**src/sv/assert_macros.svh**
```systemverilog
// ----------------------------------------------------------------------------
// assertion macros
// shared concurrent assertion forms, clocked and disabled during reset
// ----------------------------------------------------------------------------
`ifndef ASSERT_MACROS_SVH
`define ASSERT_MACROS_SVH

// same-cycle implication
`define ASSERT_IMPLIES(lbl, clk, rst_n, ante, cons) \
	lbl: assert property (@(posedge clk) disable iff (!rst_n) (ante) |-> (cons)) \
		else $error("assertion failed");

// next-cycle implication
`define ASSERT_NEXT(lbl, clk, rst_n, ante, cons) \
	lbl: assert property (@(posedge clk) disable iff (!rst_n) (ante) |=> (cons)) \
		else $error("assertion failed");

`endif

```
**src/sv/bsd_pkg.sv**
```systemverilog
// ----------------------------------------------------------------------------
// bsd_pkg
// types and constants of the button sequence detector
// ----------------------------------------------------------------------------
`timescale 1ns / 1ps
`default_nettype none

package bsd_pkg;

	localparam int unsigned SAMPLE_W    = 11;
	localparam int unsigned TIME_W      = 32;
	localparam int unsigned STEP_W      = 4;
	localparam int unsigned TIMEOUT_W   = 16;
	localparam int unsigned MASK_WORD_W = 55;
	localparam int unsigned SLOTS       = 5;
	localparam int unsigned MAX_STEPS   = 10;
	localparam int unsigned DATA_W      = 64;
	localparam int unsigned PADDR_W     = 5;

	localparam logic [SAMPLE_W-1:0]  IDLE_SAMPLE     = 11'h7FF;
	localparam logic [STEP_W-1:0]    SEQ_LEN_RESET   = 4'd10;
	localparam logic [TIMEOUT_W-1:0] TIMEOUT_RESET   = 16'd1000;

	typedef enum logic [1:0] {
		REG_STEP_MASKS_LOW  = 2'd0,
		REG_STEP_MASKS_HIGH = 2'd1,
		REG_SEQUENCE_LENGTH = 2'd2,
		REG_TIMEOUT_MS      = 2'd3
	} reg_index_t;

	typedef struct packed {
		logic [MASK_WORD_W-1:0] step_masks_low;
		logic [MASK_WORD_W-1:0] step_masks_high;
		logic [STEP_W-1:0]      sequence_length;
		logic [TIMEOUT_W-1:0]   timeout_ms;
	} bsd_cfg_t;

	// mask of one step, zero beyond the last step
	function automatic logic [SAMPLE_W-1:0] step_mask(
		input logic [MASK_WORD_W-1:0] low,
		input logic [MASK_WORD_W-1:0] high,
		input logic [STEP_W-1:0]      idx
	);
		logic [SAMPLE_W-1:0] m;
		m = '0;
		for (int k = 0; k < SLOTS; k++) begin
			if (k < MAX_STEPS && idx == STEP_W'(k))
				m = low[SAMPLE_W*k +: SAMPLE_W];
			if (k + SLOTS < MAX_STEPS && idx == STEP_W'(k + SLOTS))
				m = high[SAMPLE_W*k +: SAMPLE_W];
		end
		return m;
	endfunction

endpackage

`default_nettype wire

```
**src/sv/bsd_poll_if.sv**
```systemverilog
// ----------------------------------------------------------------------------
// bsd_poll_if
// poll channel: one button sample and its time per request
// ----------------------------------------------------------------------------
`timescale 1ns / 1ps
`default_nettype none

interface bsd_poll_if import bsd_pkg::*; ();
	logic                valid;
	logic                ready;
	logic [SAMPLE_W-1:0] button_sample;
	logic [TIME_W-1:0]   now_ms;

	modport source (output valid, output button_sample, output now_ms, input ready);
	modport sink   (input valid, input button_sample, input now_ms, output ready);
endinterface

`default_nettype wire

```
**src/sv/bsd_result_if.sv**
```systemverilog
// ----------------------------------------------------------------------------
// bsd_result_if
// result channel: detection flag and progress per request
// ----------------------------------------------------------------------------
`timescale 1ns / 1ps
`default_nettype none

interface bsd_result_if import bsd_pkg::*; ();
	logic              valid;
	logic              ready;
	logic              detected;
	logic [STEP_W-1:0] progress;

	modport source (output valid, output detected, output progress, input ready);
	modport sink   (input valid, input detected, input progress, output ready);
endinterface

`default_nettype wire

```
**src/sv/bsd_apb_regs.sv**
```systemverilog
// ----------------------------------------------------------------------------
// bsd_apb_regs
// configuration registers behind an apb-style port
// ----------------------------------------------------------------------------
`timescale 1ns / 1ps
`default_nettype none

module bsd_apb_regs import bsd_pkg::*; (
	input  wire logic               clk,
	input  wire logic               arst_n,
	input  wire logic               psel,
	input  wire logic               penable,
	input  wire logic               pwrite,
	input  wire logic [PADDR_W-1:0] paddr,
	input  wire logic [DATA_W-1:0]  pwdata,
	output logic      [DATA_W-1:0]  prdata,
	output logic                    pready,
	output bsd_cfg_t                cfg
);

	bsd_cfg_t   cfg_q;
	reg_index_t reg_sel;
	logic       wr_en;

	assign pready  = 1'b1;
	assign reg_sel = reg_index_t'(paddr[PADDR_W-1:3]);
	assign wr_en   = psel && penable && pwrite && pready;
	assign cfg     = cfg_q;

	always_ff @(posedge clk or negedge arst_n) begin
		if (!arst_n) begin
			cfg_q.step_masks_low  <= '0;
			cfg_q.step_masks_high <= '0;
			cfg_q.sequence_length <= SEQ_LEN_RESET;
			cfg_q.timeout_ms      <= TIMEOUT_RESET;
		end else if (wr_en) begin
			case (reg_sel)
				REG_STEP_MASKS_LOW:  cfg_q.step_masks_low  <= pwdata[MASK_WORD_W-1:0];
				REG_STEP_MASKS_HIGH: cfg_q.step_masks_high <= pwdata[MASK_WORD_W-1:0];
				REG_SEQUENCE_LENGTH: cfg_q.sequence_length <= pwdata[STEP_W-1:0];
				REG_TIMEOUT_MS:      cfg_q.timeout_ms      <= pwdata[TIMEOUT_W-1:0];
				default: ;
			endcase
		end
	end

	always_comb begin
		case (reg_sel)
			REG_STEP_MASKS_LOW:  prdata = DATA_W'(cfg_q.step_masks_low);
			REG_STEP_MASKS_HIGH: prdata = DATA_W'(cfg_q.step_masks_high);
			REG_SEQUENCE_LENGTH: prdata = DATA_W'(cfg_q.sequence_length);
			REG_TIMEOUT_MS:      prdata = DATA_W'(cfg_q.timeout_ms);
			default:             prdata = '0;
		endcase
	end

endmodule

`default_nettype wire

```
**src/sv/bsd_engine.sv**
```systemverilog
// ----------------------------------------------------------------------------
// bsd_engine
// input register, step state update and result register
// ----------------------------------------------------------------------------
`timescale 1ns / 1ps
`default_nettype none

`include "assert_macros.svh"

module bsd_engine import bsd_pkg::*; (
	input  wire logic     clk,
	input  wire logic     arst_n,
	input  wire bsd_cfg_t cfg,
	bsd_poll_if.sink      poll,
	bsd_result_if.source  result
);

	// input stage
	logic                valid_s1;
	logic [SAMPLE_W-1:0] sample_s1;
	logic [TIME_W-1:0]   now_s1;

	// result stage
	logic              valid_s2;
	logic              detected_s2;
	logic [STEP_W-1:0] progress_s2;

	// step state
	logic [STEP_W-1:0]   step_index_q;
	logic [TIME_W-1:0]   step_stamp_q;
	logic                armed_q;
	logic [SAMPLE_W-1:0] last_sample_q;

	logic                advance;
	logic [STEP_W-1:0]   len_eff;
	logic [TIME_W-1:0]   elapsed;
	logic                timed_out;
	logic [STEP_W-1:0]   idx_a;
	logic [TIME_W-1:0]   stamp_a;
	logic                armed_a;
	logic [SAMPLE_W-1:0] mask;
	logic                changed;
	logic [STEP_W-1:0]   idx_b;
	logic [TIME_W-1:0]   stamp_b;
	logic                armed_b;
	logic                detect;
	logic [STEP_W-1:0]   idx_n;
	logic [TIME_W-1:0]   stamp_n;
	logic                armed_n;

	assign advance    = valid_s1 && (!valid_s2 || result.ready);
	assign poll.ready = !valid_s1 || advance;

	assign result.valid    = valid_s2;
	assign result.detected = detected_s2;
	assign result.progress = progress_s2;

	always_comb begin
		len_eff   = (cfg.sequence_length > STEP_W'(MAX_STEPS)) ? STEP_W'(MAX_STEPS)
		                                                       : cfg.sequence_length;
		elapsed   = now_s1 - step_stamp_q;
		timed_out = armed_q && (elapsed >= TIME_W'(cfg.timeout_ms));

		idx_a   = timed_out ? '0 : step_index_q;
		stamp_a = timed_out ? '0 : step_stamp_q;
		armed_a = timed_out ? 1'b0 : armed_q;

		mask    = step_mask(cfg.step_masks_low, cfg.step_masks_high, idx_a);
		changed = (sample_s1 != last_sample_q) && (sample_s1 != IDLE_SAMPLE);

		idx_b   = idx_a;
		stamp_b = stamp_a;
		armed_b = armed_a;
		if (changed) begin
			if ((sample_s1 & mask) == '0) begin
				idx_b   = idx_a + STEP_W'(1);
				stamp_b = now_s1;
				armed_b = 1'b1;
			end else begin
				idx_b   = '0;
				stamp_b = '0;
				armed_b = 1'b0;
			end
		end

		detect  = idx_b >= len_eff;
		idx_n   = detect ? '0 : idx_b;
		stamp_n = detect ? '0 : stamp_b;
		armed_n = detect ? 1'b0 : armed_b;
	end

	always_ff @(posedge clk or negedge arst_n) begin
		if (!arst_n) begin
			valid_s1 <= 1'b0;
		end else if (poll.ready) begin
			valid_s1 <= poll.valid;
		end
	end

	always_ff @(posedge clk) begin
		if (poll.ready && poll.valid) begin
			sample_s1 <= poll.button_sample;
			now_s1    <= poll.now_ms;
		end
	end

	always_ff @(posedge clk or negedge arst_n) begin
		if (!arst_n) begin
			valid_s2 <= 1'b0;
		end else if (advance) begin
			valid_s2 <= 1'b1;
		end else if (result.ready) begin
			valid_s2 <= 1'b0;
		end
	end

	always_ff @(posedge clk) begin
		if (advance) begin
			detected_s2 <= detect;
			progress_s2 <= idx_n;
		end
	end

	always_ff @(posedge clk or negedge arst_n) begin
		if (!arst_n) begin
			step_index_q  <= '0;
			step_stamp_q  <= '0;
			armed_q       <= 1'b0;
			last_sample_q <= IDLE_SAMPLE;
		end else if (advance) begin
			step_index_q  <= idx_n;
			step_stamp_q  <= stamp_n;
			armed_q       <= armed_n;
			last_sample_q <= sample_s1;
		end
	end

	`ASSERT_IMPLIES(a_idle_stamp_clear, clk, arst_n, !armed_q, step_stamp_q == '0)
	`ASSERT_IMPLIES(a_armed_has_progress, clk, arst_n, armed_q, step_index_q != '0)
	`ASSERT_IMPLIES(a_detect_clears, clk, arst_n, valid_s2 && detected_s2, progress_s2 == '0)
	`ASSERT_IMPLIES(a_progress_bound, clk, arst_n, valid_s2, progress_s2 <= STEP_W'(MAX_STEPS))
	`ASSERT_NEXT(a_state_held, clk, arst_n, !advance, $stable(step_index_q) && $stable(armed_q))

endmodule

`default_nettype wire

```
**src/sv/button_sequence_detector_top.sv**
```systemverilog
// The detector takes one poll request per clock cycle while the output side is
// not stalled and returns one result request per poll, in order. A poll is
// registered in the input register on acceptance and its result in the result
// register; the step state (progress, stamp, armed flag, last sample) is updated
// combinationally between them, giving a sustained rate of one poll per cycle.
// Poll ready follows result ready combinationally while both stages hold data.
// Configuration sits at byte addresses 0, 8, 16 and 24 of a 64-bit apb-style
// port and must be written only while no poll is in flight; the block itself
// does not enforce this.
// ----------------------------------------------------------------------------
// button_sequence_detector_top
// button sequence detector with timeout, apb configuration
// ----------------------------------------------------------------------------
`timescale 1ns / 1ps
`default_nettype none

module button_sequence_detector_top import bsd_pkg::*; (
	input  wire logic               clk,
	input  wire logic               arst_n,
	bsd_poll_if.sink                poll,
	bsd_result_if.source            result,
	input  wire logic               psel,
	input  wire logic               penable,
	input  wire logic               pwrite,
	input  wire logic [PADDR_W-1:0] paddr,
	input  wire logic [DATA_W-1:0]  pwdata,
	output logic      [DATA_W-1:0]  prdata,
	output logic                    pready
);

	bsd_cfg_t cfg;

	bsd_apb_regs u_regs (
		.clk     (clk),
		.arst_n  (arst_n),
		.psel    (psel),
		.penable (penable),
		.pwrite  (pwrite),
		.paddr   (paddr),
		.pwdata  (pwdata),
		.prdata  (prdata),
		.pready  (pready),
		.cfg     (cfg)
	);

	bsd_engine u_engine (
		.clk    (clk),
		.arst_n (arst_n),
		.cfg    (cfg),
		.poll   (poll),
		.result (result)
	);

endmodule

`default_nettype wire

```
**src/flat_wrapper.sv**
```systemverilog
// flat-port wrapper written by rule: the top's interface ports become plain ports
module button_sequence_detector_top_flat import bsd_pkg::*;
  (clk, arst_n, psel, penable, pwrite, paddr, pwdata, prdata, pready, poll_valid, poll_button_sample, poll_now_ms, poll_ready, result_valid, result_detected, result_progress, result_ready);
  bsd_poll_if poll_i ();
  bsd_result_if result_i ();
  input  wire logic clk;
  input  wire logic arst_n;
  input  wire logic psel;
  input  wire logic penable;
  input  wire logic pwrite;
  input  wire logic [PADDR_W-1:0] paddr;
  input  wire logic [DATA_W-1:0] pwdata;
  output logic      [DATA_W-1:0] prdata;
  output logic pready;
  input wire logic [$bits(poll_i.valid)-1:0] poll_valid;
  input wire logic [$bits(poll_i.button_sample)-1:0] poll_button_sample;
  input wire logic [$bits(poll_i.now_ms)-1:0] poll_now_ms;
  output wire logic [$bits(poll_i.ready)-1:0] poll_ready;
  output wire logic [$bits(result_i.valid)-1:0] result_valid;
  output wire logic [$bits(result_i.detected)-1:0] result_detected;
  output wire logic [$bits(result_i.progress)-1:0] result_progress;
  input wire logic [$bits(result_i.ready)-1:0] result_ready;
  assign poll_i.valid = poll_valid;
  assign poll_i.button_sample = poll_button_sample;
  assign poll_i.now_ms = poll_now_ms;
  assign poll_ready = poll_i.ready;
  assign result_valid = result_i.valid;
  assign result_detected = result_i.detected;
  assign result_progress = result_i.progress;
  assign result_i.ready = result_ready;
  button_sequence_detector_top u_core (.clk(clk), .arst_n(arst_n), .poll(poll_i), .result(result_i), .psel(psel), .penable(penable), .pwrite(pwrite), .paddr(paddr), .pwdata(pwdata), .prdata(prdata), .pready(pready));
endmodule
```
**config.mk**
```make
export PLATFORM = sky130hd
export DESIGN_NAME = button_sequence_detector_top_flat
export DESIGN_NICKNAME = d
export VERILOG_FILES = /design/src/sv/bsd_pkg.sv /design/src/sv/bsd_poll_if.sv /design/src/sv/bsd_result_if.sv /design/src/sv/bsd_apb_regs.sv /design/src/sv/bsd_engine.sv /design/src/sv/button_sequence_detector_top.sv /design/src/flat_wrapper.sv
export VERILOG_INCLUDE_DIRS = /design/src /design/src/sv
export SDC_FILE = /design/constraint.sdc
export NUM_CORES = 1
export LEC_CHECK = 0
export BUFFER_PORTS_ARGS = -buffer_cell sky130_fd_sc_hd__buf_2
export CAP_MARGIN = 20
export CORE_ASPECT_RATIO = 2
export CORE_MARGIN = 8
export CORE_UTILIZATION = 35
export DETAILED_ROUTE_END_ITERATION = 10
export GPL_TIMING_DRIVEN = 0
export HOLD_SLACK_MARGIN = 0.05
export MAX_ROUTING_LAYER = met4
export SLEW_MARGIN = 40
export SYNTH_ARGS = -nofsm -noshare
export SYNTH_HDL_FRONTEND = slang
export SYNTH_SLANG_ARGS = --single-unit
```
**constraint.sdc**
```tcl
create_clock -name clk -period 10.95 [get_ports clk]
set_input_delay 2.19 -clock clk [delete_from_list [all_inputs] [get_ports clk]]
set_output_delay 2.19 -clock clk [all_outputs]
set_load 0.02 [all_outputs]
```
======== Word level (Yosys, flattened, before mapping) ========
Cells that the tools add are included.
storage, ports and cells
  bits in registers ....................... 228
  input bits .............................. 119
cells by class
  add/sub/neg operators ................... 2
  $lt $le $gt $ge ......................... 3
  eq/ne operators ......................... 14
  muxes and demuxes ....................... 26
  bitwise logic cells ..................... 1
  reductions and logical operators ........ 20
operators by type and width
  cell                                                             number
  64-bit case mux with 4 select lines                              1
  32-bit two-way mux                                               4
  11-bit two-way mux                                               10
  32-bit by 16-bit greater-or-equal comparator with 1-bit output   1
  32-bit subtractor                                                1
  4-bit two-way mux                                                5
  4-bit by 3-bit == test with 1-bit output, second input constant  4
  11-bit bitwise AND                                               1
  11-bit zero test                                                 1
  11-bit inequality test                                           1
  11-bit inequality test, second input constant                    1
  2-bit AND reduction                                              5
  4-bit by 2-bit == test with 1-bit output, second input constant  2
  4-bit == test, second input constant                             2
  1-bit logical AND                                                6
  1-bit two-way mux                                                6
  4-bit by 1-bit adder with 4-bit output, second input constant    1
  2-bit == test, second input constant                             2
  4-bit by 1-bit == test with 1-bit output, second input constant  1
  4-bit greater-or-equal comparator                                1
  4-bit > comparator, second input constant                        1
  4-bit zero test                                                  1
  3-bit nonzero test                                               1
  2-bit by 1-bit == test with 1-bit output, second input constant  1
  4 further kinds                                                  6

======== Logic depth before layout (Yosys ltp) ========
  depth after elaboration ................. 22
  depth in mapped cells ................... 48
  mapped depth without buffers ............ 45

======== Hierarchy ========
A second synthesis with hierarchy kept.
second synthesis, totals
  cells, all modules ...................... 1387
  area total of the unflattened synthesis .. 14113.5 um^2
by module, submodules not included
  module        times used  cells an instance  area an instance (um^2)  seq. area each (um^2)
  bsd_engine    1           962                8036.5                   2706.3
  bsd_apb_regs  1           425                6077.1                   3263.1

======== Least setup slack after synthesis ========
OpenSTA, ideal clock, no wires.
  kind .................................... reg-to-reg
  from .................................... reg u_core.u_engine.now_s1[1]
  to ...................................... reg u_core.u_engine.step_stamp_q[10]
  library setup time ...................... 0.065 ns
  arrival time ............................ 8.908 ns
  path slack .............................. 1.976 ns
  cell stages (with the launch flop) ...... 45
  buffers on the path ..................... 3
  period minus slack after synthesis ...... 8.974 ns
  path through ............................ edfxtp_1 ha_1 nor2b_1 o2111a_1 or2_2 and2_1 o21ai_0 a21oi_1 o21ai_0 nand2b_1 xor2_1 ha_1 a21oi_1 nor2_1 a211oi_1 o22a_1 o211ai_1 or4_4 [... 9 more ...] a222oi_1 nor3b_1 o21a_1 o21ai_0 a311oi_2 nand4_1 a2111oi_4 a31oi_1 ha_1 nand2b_1 a21oi_1 nor2b_1 o21ai_0 nand2b_1 or2_2 o21ai_1 clkbuf_1 a22o_1
between the ends
  longest elaborated chain between the ends .. 22
  elaborated cells on any way between the ends .. 35
  those cells by class .................... 2 x add/sub; 2 x order compare; 9 x eq/ne; 16 x mux; 1 x bitwise; 5 x reduce/logical
RTL lines
  what                                                              RTL line           text
  start: declaration                                                bsd_engine.sv:21   logic [TIME_W-1:0] now_s1;
  start signal: assignment                                          bsd_engine.sv:103  now_s1 <= poll.now_ms;
  32-bit subtractor *                                               bsd_engine.sv:61   elapsed = now_s1 - step_stamp_q;
  32-bit by 16-bit greater-or-equal comparator with 1-bit output *  bsd_engine.sv:62   timed_out = armed_q && (elapsed >= TIME_W'(cfg.timeout_ms));
  1-bit logical AND *                                               bsd_engine.sv:62
  4-bit two-way mux                                                 bsd_engine.sv:64   idx_a = timed_out ? '0 : step_index_q;
  4-bit zero test                                                   bsd_pkg.sv:47      if (k < MAX_STEPS && idx == STEP_W'(k))
  11-bit two-way mux                                                bsd_pkg.sv:47
  11-bit two-way mux                                                bsd_pkg.sv:49      if (k + SLOTS < MAX_STEPS && idx == STEP_W'(k + SLOTS))
  11-bit two-way mux                                                bsd_pkg.sv:47
  [... 6 more ...]                                                  --
  11-bit two-way mux                                                bsd_pkg.sv:49
  11-bit bitwise AND                                                bsd_engine.sv:75   if ((sample_s1 & mask) == '0) begin
  11-bit zero test                                                  bsd_engine.sv:75
  4-bit two-way mux                                                 bsd_engine.sv:75
  4-bit two-way mux                                                 bsd_engine.sv:74   if (changed) begin
  4-bit greater-or-equal comparator                                 bsd_engine.sv:86   detect = idx_b >= len_eff;
  3-bit nonzero test (no source line)                               --
  2-bit AND reduction (no source line)                              --
  end signal: assignment                                            bsd_engine.sv:132  step_stamp_q <= stamp_n;
  end: declaration                                                  bsd_engine.sv:30   logic [TIME_W-1:0] step_stamp_q;
Every way passes the cells marked *; elsewhere a longest branch is shown, timed or not.
A chain may end at the register's enable or synchronous reset.

======== Final worst setup path ========
  from .................................... reg u_core.u_engine.now_s1[1]
  to ...................................... reg u_core.u_engine.step_stamp_q[19]
Same word-level chain as after synthesis.

==> results.sh <==
export IMPL_clkLatencyLatePin_ns=0.55
export IMPL_worst_path_max_delay_cell="edfxtp_1"
export IMPL_outcome="complete, no violations"
export IMPL_cp_max_fo=10
export IMPL_endpoint_kind="flop"
export IMPL_postLayoutSetupSlackWorst_ns=0.491
export IMPL_p_sw_frac=0.394
export IMPL_grt_usage=0.230
export IMPL_cts_tree="done"
export IMPL_syn2layout_area_growth_pct=18.3
export IMPL_final_cell_count_no_fill=2096
export IMPL_critPathKind="reg2reg"
export IMPL_die_y_um=296
export IMPL_synth_top_family_by_area="compound AO/OA/AOI/OAI gates"
export IMPL_dpl_hpwl_mm=41.3
export IMPL_wl_met1_mm=17.1
export IMPL_fillers=3841
export IMPL_drive_gt1_frac=0.274
export IMPL_r2r_start="u_core.u_engine.now_s1[1]"
export IMPL_grt_first_pass_wirelength_mm=77.3
export IMPL_cp_arrival_ns=10.89
export IMPL_cts_root_buf="clkbuf_16"
export IMPL_dpl_cell_count=2044
export IMPL_clkPwrFrac=0.244
export IMPL_drtIter0Drc=552
export IMPL_placed_area_um2=15400
export IMPL_worst_ep_required_time_ns=11.38
export IMPL_cts_buffers=24
export IMPL_hold_ws_ns=0.496
export IMPL_synthAdderAreaFrac=0.0515
export IMPL_max_stage_delay_ns=0.45
export IMPL_synth_flop_cell="dfrtp_1"
export IMPL_vias_per_cell=5.54
export IMPL_setup_violations=0
export IMPL_route_met3_wl_mm=2.07
export IMPL_synth_edff_count=48
export IMPL_wl_met2_mm=29.1
export IMPL_fin_crit_sh=0.955
export IMPL_async_reset_ff_frac=0.789
export IMPL_hold_path_end="u_core.u_engine.result.valid"
export IMPL_yosysSeqAreaShare=0.434
export IMPL_rr_endpoint="u_core.u_engine.step_stamp_q[19]"
export IMPL_die_x_um=156
export IMPL_max_freq_ghz=0.0956
export IMPL_slew_headroom=0.391
export IMPL_coreArea_um2=38700
export IMPL_grt_max_degree=67
export IMPL_vias=11600
export IMPL_tightest_slew_ns=0.913
export IMPL_cts_htree_levels=1
export IMPL_hp_start="u_core.u_engine.valid_s1"
export IMPL_highest_layer="met4"
export IMPL_postSynthAreaPerCell_um2=10.2
export IMPL_rows=102
export IMPL_start_kind="flop"
export IMPL_yosys_warnings=0
export IMPL_drtAntennaViolNets=0
export IMPL_p_int_mw=2.06
export IMPL_cap_violations=0
export IMPL_worstHoldPathType="reg2reg"
export IMPL_netlist_area_um2=13700
export IMPL_postLayoutCoreUtil=0.420
export IMPL_hold_path_depth=1
export IMPL_synthTopCellsByArea="dfrtp_1, mux2_2, edfxtp_1, ha_1, mux2i_1"
export IMPL_fin_skew_ns=0.0182
export IMPL_ys_seq_elements=228
export IMPL_synthSimpleGateAreaFrac=0.116
export IMPL_dieArea_um2=46200
export IMPL_syn_inst=1345
export IMPL_start_util=0.355
export IMPL_power_leakage_nw=6.94
export IMPL_antenna_found_initial=2
export IMPL_grt_pass1_vias=12500
export IMPL_io_buffers=168
export IMPL_tns_ns=0
export IMPL_clockBufferDepth=3
export IMPL_fin_area_um2=16300
export IMPL_cpLargestDelayFamily="compound AO/OA/AOI/OAI gates"
export IMPL_finalHoldViolCount=0
export IMPL_combPwrFrac=0.398
export IMPL_cts_hold_buffers=0
export IMPL_total_power_mw=3.39
export IMPL_place_congestion=0.984
export IMPL_overflow=0
export IMPL_drc=0
export IMPL_period_minus_slack_ns=10.46
export IMPL_reg2regPathDepth=49
export IMPL_synthMuxAreaShare=0.154
export IMPL_r2r_setup_slack_ns=0.49
export IMPL_synth_top_cell_area_share=0.293
export IMPL_ioPinCount=191
export IMPL_maxSlewViolCount=0
export IMPL_synth_cell_type_count=90
export IMPL_dr_pass1_iters=5
export IMPL_clock_sinks=228
export IMPL_path_buf_inv=5
export IMPL_vdd_drop_max_uv=132
export IMPL_synth_compound_area_frac=0.176
export IMPL_p_sw_mw=1.34
export IMPL_place_ws_ns=-1.07
export IMPL_synth_area_leader_cell="dfrtp_1"
export IMPL_wl_mm=51.4
export IMPL_fin_nets=1731
export IMPL_clk_pin_slew_ns=0.07
export IMPL_synth_xor_area_frac=0.0185
export IMPL_p_seq_frac=0.359
export IMPL_pwr_density_cell_nw_per_um2=209
export IMPL_post_drt_wl_per_cell_um=24.5
-- final cells by class --
| class | count | area [µm²] | share of cell area |
|---|---|---|---|
| diodes | 2 | 5.00 | 0.000308 |
| plain buffers | 81 | 398 | 0.0245 |
| clock buffers | 38 | 747 | 0.0459 |
| clock inverters | 6 | 36.3 | 0.00223 |
| inverters | 78 | 293 | 0.0180 |
| multi-input cells | 966 | 7160 | 0.441 |
| flip-flops and latches | 228 | 5970 | 0.367 |
| well taps | 520 | 651 | 0.0400 |
| repair buffers | 177 | 996 | 0.0613 |
-- power by group through the flow --
stage	logic [mW]	clock network, mW	registers, mW
6_report	1.35	0.827	1.22
5_1_grt	1.47	0.873	1.24
4_1_cts	1.33	0.848	1.21
3_5_place_dp	1.32	0	1.23
3_3_place_gp	1.29	0	1.22
2_1_floorplan	0.916	0	1.16
-- Yosys cell counts, types with 11 or more instances --
library cell and n:
o21ai_0 76, dfrtp_1 161, nor2_1 101, a21oi_1 74, nand4_1 19, nand2b_1 16
o22ai_1 11, a22o_1 33, nor3_1 19, clkbuf_1 54, o211ai_1 13, edfxtp_1 48
o21a_1 14, nand2_1 90, mux2_2 133, nand3_1 36, a21o_1 15, buf_4 12
dfstp_2 19, inv_1 76, mux2i_1 53, xnor2_1 25, ha_1 55
-- flip-flops by register name, summed over array words and instances, names as in the netlist --
register and cells:
u_core.u_engine.last_sample_q 11, u_core.u_regs.cfg 130, u_core.u_engine.valid_s1 1, u_core.u_engine.now_s1 32
u_core.u_engine.step_index_q 4, u_core.u_engine.armed_q 1, u_core.u_engine.result.detected 1, u_core.u_engine.step_stamp_q 32
u_core.u_engine.result.valid 1, u_core.u_engine.sample_s1 11, u_core.u_engine.result.progress 4
-- cell families after synthesis --
family	after synthesis
mux	190
buf+inv	159
other cells	2
compound gates	347
fa+ha+maj	56
simple gates	334
xor+xnor	29
flops	228
-- worst max path at each step --
stage	end	cells after the start	slack, ns	from
after floorplan	u_core.u_engine.step_stamp_q[10]	44	1.98	u_core.u_engine.now_s1[1]
after global placement	u_core.u_engine.step_stamp_q[21]	46	-1.29	u_core.u_engine.now_s1[1]
after detailed placement	u_core.u_engine.step_stamp_q[22]	43	-1.07	u_core.u_engine.now_s1[1]
after CTS	u_core.u_engine.step_stamp_q[22]	47	0.02	u_core.u_engine.now_s1[1]
after global routing	u_core.u_engine.step_stamp_q[4]	49	-0.008	u_core.u_engine.now_s1[1]
final	u_core.u_engine.step_stamp_q[19]	49	0.49	u_core.u_engine.now_s1[1]
-- what timing repair did --
item | 4_1_cts | 5_1_grt
buffers inserted | 3 | 3
pin swaps | 2 | 4
resized for setup | 7 | 17
setup endpoints to repair | 39 | 41
-- per-layer routing --
layer,up-vias,track usage
li1,5353,-
met1,5753,0.212
met2,372,0.443
met3,141,0.0280
met4,0,0.134
met5,-,-
-- cell usage in the layout, fill, tap and decap left out, types with 15 or more instances in the layout --
cell         n
buf_2      175
a22o_1      33
buf_4       17
nand4_1     19
a21oi_1     74
nand3_1     36
mux2i_1     53
dfrtp_1    161
nor2_1     100
nor3_1      19
nand2_1     90
mux2_2     133
clkbuf_1    54
a21o_1      15
inv_1       76
nand2b_1    16
clkbuf_16   27
edfxtp_1    48
o21ai_0     74
xnor2_1     25
ha_1        54
dfstp_2     19
No activity file was read; power rests on OpenSTA's default activity.
